**src/sv/bfha_pkg.sv**
```systemverilog
// Shared constants, command and status types for the best-fit heap allocator.
// Used by the controller, the datapath and the port checker; depends on nothing.
`timescale 1ns / 1ps
`default_nettype none

package bfha_pkg;

   localparam int HEAP_BYTES   = 65536;
   localparam int HEADER_BYTES = 16;
   localparam int UNIT_BYTES   = 16;
   localparam int UNIT_COUNT   = HEAP_BYTES / UNIT_BYTES;
   localparam int UNIT_W       = $clog2(UNIT_COUNT);
   localparam int LEN_W        = UNIT_W + 1;
   localparam int REQ_W        = 32;
   localparam int ADDR_W       = 16;
   localparam int NEED_W       = REQ_W + 1 - 4;
   localparam int BYTE_W       = (LEN_W + 5 > ADDR_W) ? LEN_W + 5 : ADDR_W + 1;
   // slack above this many units is split off as a new free segment
   localparam int SPLIT_MIN    = 2 * HEADER_BYTES / UNIT_BYTES;
   localparam int HDR_LOW      = HEADER_BYTES % UNIT_BYTES;

   typedef logic [LEN_W-1:0]  len_type;
   typedef logic [UNIT_W-1:0] unit_type;

   typedef enum logic [3:0] {
      OP_NONE,
      OP_INIT,
      OP_START,
      OP_WALK,
      OP_PREV,
      OP_NEXT_RD,
      OP_NEXT,
      OP_SPLIT,
      OP_MARK
   } op_type;

   typedef struct packed {
      op_type op;
      logic   load_rsp;
   } cmd_type;

   typedef struct packed {
      logic action_free;
      logic hit;
      logic hit_busy;
      logic seg_zero;
      logic walk_end;
      logic found;
      logic split;
      logic next_in;
   } status_type;

endpackage

`default_nettype wire

```
**src/sv/bfha_ctrl.sv**
```systemverilog
// Controller: sequences table set-up, the segment walk, split and merge steps and
// the result handshake. Depends on bfha_pkg; commands bfha_dpath.
`timescale 1ns / 1ps
`default_nettype none

module bfha_ctrl (
   input  logic                 clock,
   input  logic                 reset,
   input  logic                 req_valid,
   output logic                 req_stall,
   output logic                 rsp_valid,
   input  logic                 rsp_stall,
   input  bfha_pkg::status_type status,
   output bfha_pkg::cmd_type    cmd
);
   import bfha_pkg::*;

   typedef enum logic [3:0] {
      S_INIT, S_IDLE, S_WALK, S_DECIDE, S_SPLIT, S_MARK,
      S_PREV, S_NEXT_RD, S_NEXT, S_DONE
   } state_type;

   state_type state_ff, state_in;
   logic      stall_ff, stall_in, valid_ff, valid_in;

   always_comb begin
      state_in     = state_ff;
      cmd.op       = OP_NONE;
      cmd.load_rsp = 1'b0;
      case (state_ff)
         S_INIT: begin
            cmd.op   = OP_INIT;
            state_in = S_IDLE;
         end
         S_IDLE: begin
            if (req_valid) begin
               cmd.op   = OP_START;
               state_in = S_WALK;
            end
         end
         S_WALK: begin
            cmd.op = OP_WALK;
            if (status.hit) begin
               if (!status.hit_busy) state_in = S_DONE;
               else if (status.seg_zero) state_in = S_NEXT_RD;
               else state_in = S_PREV;
            end else if (status.walk_end) begin
               state_in = status.action_free ? S_DONE : S_DECIDE;
            end
         end
         S_DECIDE: begin
            if (!status.found) state_in = S_DONE;
            else if (status.split) state_in = S_SPLIT;
            else state_in = S_MARK;
         end
         S_SPLIT: begin
            cmd.op   = OP_SPLIT;
            state_in = S_MARK;
         end
         S_MARK: begin
            cmd.op   = OP_MARK;
            state_in = S_DONE;
         end
         S_PREV: begin
            cmd.op   = OP_PREV;
            state_in = S_NEXT_RD;
         end
         S_NEXT_RD: begin
            cmd.op   = OP_NEXT_RD;
            state_in = status.next_in ? S_NEXT : S_DONE;
         end
         S_NEXT: begin
            cmd.op   = OP_NEXT;
            state_in = S_DONE;
         end
         S_DONE: begin
            // hold until the output register is free
            if (!valid_ff || !rsp_stall) begin
               cmd.load_rsp = 1'b1;
               state_in     = S_IDLE;
            end
         end
         default: state_in = S_INIT;
      endcase
      stall_in = state_in != S_IDLE;
      if (cmd.load_rsp) valid_in = 1'b1;
      else if (!rsp_stall) valid_in = 1'b0;
      else valid_in = valid_ff;
   end

   always_ff @(posedge clock) begin
      if (reset) begin
         state_ff <= S_INIT;
         stall_ff <= 1'b1;
         valid_ff <= 1'b0;
      end else begin
         state_ff <= state_in;
         stall_ff <= stall_in;
         valid_ff <= valid_in;
      end
   end

   assign req_stall = stall_ff;
   assign rsp_valid = valid_ff;

endmodule

`default_nettype wire

```
**config.mk**
```make
export PLATFORM = sky130hd
export DESIGN_NAME = bfha_ctrl
export DESIGN_NICKNAME = d
export VERILOG_FILES = /design/src/sv/bfha_pkg.sv /design/src/sv/bfha_ctrl.sv
export SDC_FILE = /design/constraint.sdc
export NUM_CORES = 1
export LEC_CHECK = 0
export ABC_AREA = 0
export ABC_CLOCK_PERIOD_IN_PS = 2000
export BUFFER_PORTS_ARGS = -buffer_cell sky130_fd_sc_hd__buf_4
export CAP_MARGIN = 20
export CORE_UTILIZATION = 40
export CTS_CLUSTER_DIAMETER = 200
export DETAILED_ROUTE_END_ITERATION = 6
export GPL_TIMING_DRIVEN = 0
export PLACE_DENSITY = 0.63
export SYNTH_ARGS = -nofsm -noshare
export SYNTH_HDL_FRONTEND = slang
export SYNTH_SLANG_ARGS = --single-unit
```
**constraint.sdc**
```tcl
create_clock -name clock -period 2 [get_ports clock]
set_clock_uncertainty 0.2 [all_clocks]
set_input_delay 0.1 -clock clock [delete_from_list [all_inputs] [get_ports clock]]
set_output_delay 0.1 -clock clock [all_outputs]
set_load 0.01 [all_outputs]
```
Word-level counts from Yosys, hierarchy flattened --
Index checks and enable logic that the tools add are counted.
Word-level totals: input port bits 12, bits in registers 6, word-level logic and storage cells 36
Cells by class: muxes and demuxes 17, reductions and logical operators 5, eq/ne operators 11
Operators by type and width (number):
- case mux 4 bit (9 select lines) | 1
- case mux 4 bit (8 select lines) | 1
- two-way mux 4 bit | 7
- equality test 4 x 3 -> 1 bit (second input constant) | 4
- equality test 4 x 2 -> 1 bit (second input constant) | 2
- equality test 4 bit (second input constant) | 2
- two-way mux 1 bit | 7
- equality test 4 x 1 -> 1 bit (second input constant) | 1
- zero test 4 bit | 1
- != test 4 x 1 -> 1 bit (second input constant) | 1
- zero test 1 bit | 2
- two-way mux 2 bit | 1
- != test 2 x 1 -> 1 bit (second input constant) | 1
- OR reduction 2 bit | 1
- logical OR 1 bit | 1

Longest topological paths before layout --
depth in word-level cells 5, mapped depth 6

Worst setup path after synthesis --
No wires, ideal clock.
path kind flip-flop to flip-flop, start point register state_ff[2], end point register stall_ff, in the netlist req_stall, stages on the path, launching flop included 7, period minus slack after synthesis 1.474 ns, path slack 0.526 ns, data arrival time 1.133 ns, required time 1.659 ns, cells stage by stage dfxtp_1 -> buf_6 -> buf_6 -> a21o_1 -> a221o_1 -> a21boi_1 -> nand4_1
On the way: longest elaborated chain between the ends 4, elaborated cells on any way between the ends 17, classes of those cells eq/ne (10); mux (5); reduce/logical (2)
Ends and longest elaborated chain:
- start, declared | RTL line bfha_ctrl.sv:23 | state_type state_ff, state_in;
- start signal, assigned | RTL line bfha_ctrl.sv:97 | state_ff <= state_in;
- equality test 4 bit, or another cell as far along | RTL line bfha_ctrl.sv:30 | case (state_ff)
- OR reduction 2 bit (no source line) / two-way mux 4 bit (equally long branches)
- case mux 4 bit (9 select lines) * | RTL line bfha_ctrl.sv:30
- != test 4 x 1 -> 1 bit * | RTL line bfha_ctrl.sv:85 | stall_in = state_in != S_IDLE;
- end signal, assigned | RTL line bfha_ctrl.sv:98 | stall_ff <= stall_in;
- end, declared | RTL line bfha_ctrl.sv:24 | logic stall_ff, stall_in, valid_ff, valid_in;
Mark *: on every way between the ends. The rest lies on a longest branch, timed or not. A chain may end at the register's enable or synchronous reset.

Worst setup path after layout --
start point register state_ff[2], end point register valid_ff, in the netlist rsp_valid
On the way: longest elaborated chain between the ends 3, elaborated cells on any way between the ends 4, classes of those cells eq/ne (2); mux (2)
Ends and longest elaborated chain:
- equality test 4 bit * | RTL line bfha_ctrl.sv:30
- two-way mux 1 bit * | RTL line bfha_ctrl.sv:30
- != test 2 x 1 -> 1 bit (no source line) / two-way mux 1 bit (equally long branches)
- end signal, assigned | RTL line bfha_ctrl.sv:99 | valid_ff <= valid_in;
- end, declared | RTL line bfha_ctrl.sv:24
Marks and branches as above.

==> impl_results.md <==
* Inserted Clock Buffers at 3
* Final number of hold-violating endpoints at 0
* Final critical path time including I/O delays and setup at 1900 ps
* Synth top area share at 21.8%
* CTS tree: built
* Avg Inst Size Synth at 8.24 µm²
* Mapped Cells at 67
* Max Clock Freq at 527 MHz
* EDFF count, synth at 0
* Initial antenna violation count at 0
* Synth Flop Type: dfxtp_1
* Cells on worst reg2reg path at 5
* Antenna cells at 0
* Most used cell, CP: buf_6
* Slowest cell on the critical path: dlygate4sd3_1
* Worst Path Required at 1980 ps
* WP buf/inv at 3
* Root buf cell: clkbuf_4
* Nets@finish at 106
* Layout Utilization at 59.4%
* Site Rows at 13
* RSZ-0062 raised after global routing: false
* Synth warn at 0
* Layout cell share with drive strength beyond 1 at 35.9%
* Final worst setup slack at 101 ps
* IO Pins at 19
* Post-synth top area cell: dfxtp_1
* Placed cell areas at 706 µm²
* Arr. time, crit path at 1880 ps
* Avg WL per Cell at 12.5 µm
* Async S/R FF share, synth at 0%
* Final critical-path share of the clock period at 95.0%
* Mapped cell area at 552 µm²
* Post-cts resize count at 0
* Number of global-route vias before repair at 423
* Hold Crit Class: input pin to flip-flop
* Routed via count at 569
* Status: finished clean
* Crit. path cell count at 5
* Fin area at 763 µm²
* Core area at 1280 µm²
* Clock network power share at 30.5%
* DIE AREA at 1530 µm²
* First-pass GRT wire length at 1930 µm
* CP Cell Sequence: buf_6 > buf_6 > or3_1 > a21oi_1 > dlygate4sd3_1
* Die Height at 39.1 µm
* Leak Pwr at 0.347 nW
* Peak supply drop at 0.508 mV
* Seq/Total Area, Yosys at 21.8%
* Count leader, synth: nor2_1
* Pint at 266 µW
* GRT Util Overall at 18.8%
* DR DRC count at 0
* Clock buffer depth at 2
* Max cap viols at 0
* Critical Path Source Type: flip-flop
* Comb pwr share at 33.3%
* Final setup fails at 0
* Die W at 39.1 µm
* Syn nets at 79
* Iteration-0 DRC Markers at 14
* H-tree depth at 1
* Final Max Tran Viols at 0
* # clock sinks at 6
* Switching Power at 106 µW
* Total gr overflow at 0
* Setup WS pre-CTS at 401 ps
* Seq pwr share at 36.2%
* Multi-input logic area at 360 µm²
* Antenna Nets Post-Route at 0
* Reg clk slew, reported paths at 50 ps
* FILL cells at 115
* Power Dens Cells at 487 nW/µm²
* Initial DRT Pass Iterations at 4
* Crit path max fanout at 10
* Final WL at 1340 µm
* Reg area at 120 µm²
* Crit path kind: flip-flop to flip-flop
* Worst-margin pin slew at 366 ps
* Distinct cells, synth at 38
* DR vias/cell at 5.32
* Initial core utilization at 42.9%
* CP Capture Type: flip-flop
* CP peak stage delay at 560 ps
* Largest net degree at the start of global routing at 11
* Syn-to-layout area delta at 38.3%
* Hold path cells at 4
* Relative slew slack at 74.9%
* # port buffers at 18
* Sw Share at 28.4%
* Clk_lat worst skew at 250 ps
* Setup TNS at 0 ps
* RePlAce Congestion at 0.786
* Top cells by count, synth: nor2_1, dfxtp_1, buf_6, nand2_1
* Yosys reg bits at 6
* CP delay by family, top: buffers and inverters
* Post-detail-place hpwl at 968 µm
* Top cells by area, synth: dfxtp_1, buf_6, nor2_1
final timing paths:
kind / from / end / slack [ps]
worst max register to register: state_ff[2] / rsp_valid / 100
worst max-delay path: state_ff[2] / rsp_valid / 100
worst min-delay path: req_valid / req_stall / 80
worst min register to register: state_ff[3] / state_ff[2] / 460
logic make-up after synthesis:
family                    after synthesis  share of synthesized area (%)
xor gates and xnor gates                2                           4.54
AOI/OAI and AO/OA                      18                           23.6
DFF                                     6                           21.8
muxes                                   1                           1.81
and+or+nand+nor                        32                           35.4
buffers and inverters                   8                           12.9
worst reg2reg max path, cell delays in order (launching register included):
cell	delay, ps
dfxtp_1	300
buf_6	130
buf_6	130
or3_1	380
a21oi_1	130
dlygate4sd3_1	560
final cells by class:
class | count | area share [%]
Tap cell | 15 | 2.46
Timing Repair Buffer | 22 | 22.3
Multi-Input combinational cell | 53 | 47.2
Sequential cell | 6 | 15.7
Buffer | 6 | 8.36
Inverter | 2 | 0.984
Clock buffer | 3 | 2.95
power by group through the flow:
| stage | sequential (mW) | clock (mW) | combinational (mW) |
|---|---|---|---|
| 2_1_floorplan | 0.137 | 0 | 0.0715 |
| 3_3_place_gp | 0.136 | 0 | 0.120 |
| 3_5_place_dp | 0.137 | 0 | 0.120 |
| 4_1_cts | 0.135 | 0.119 | 0.122 |
| 5_1_grt | 0.135 | 0.123 | 0.134 |
| 6_report | 0.135 | 0.113 | 0.124 |
flip-flops by register name (all words and copies together), names as in the netlist:
register,flops
state_ff,4
req_stall,1
rsp_valid,1
layer usage:
| metal | track usage [%] | vias to the layer above | share of wire [%] |
|---|---|---|---|
| met5 | 0 | - | 0 |
| met3 | 6.94 | 0 | 4.8 |
| met4 | 0 | 0 | 0 |
| met1 | 28.5 | 256 | 51 |
| met2 | 26.3 | 17 | 44 |
| li1 | - | 296 | - |
placed cells by master (no fill, tap or decap), drive strengths merged:
cell / n
a2111oi: 1
a211o: 1
a211oi: 1
a21boi: 1
a21o: 2
a21oi: 3
a221o: 1
a221oi: 1
a31o: 1
a31oi: 1
and2: 1
and3: 1
and3b: 1
and4: 1
buf: 26
clkbuf: 3
dfxtp: 6
dlygate4sd3: 2
inv: 2
mux2i: 1
nand2: 5
nand2b: 2
nand3b: 1
nand4: 1
nand4b: 2
nand4bb: 1
nor2: 7
nor2b: 4
nor3: 1
nor4: 1
o21ai: 2
o21ba: 1
o21bai: 1
o22ai: 1
or2b: 2
or3: 1
xnor2: 2
repair_timing:
action,CTS,global route
hold buffers,2,0
endpoints found under the hold margin,6,0
setup buffers,0,2
setup endpoints to repair,0,1
per-stage QoR:
step	hold slack [ps]	total power [mW]	std cells
final	84.3	0.372	107
after global routing	105	0.392	107
after CTS	80.9	0.376	105
after detailed placement	75.5	0.257	100
after global placement	74.9	0.257	100
after floorplan	-30.9	0.208	67
(Power assumes the default switching activity.)
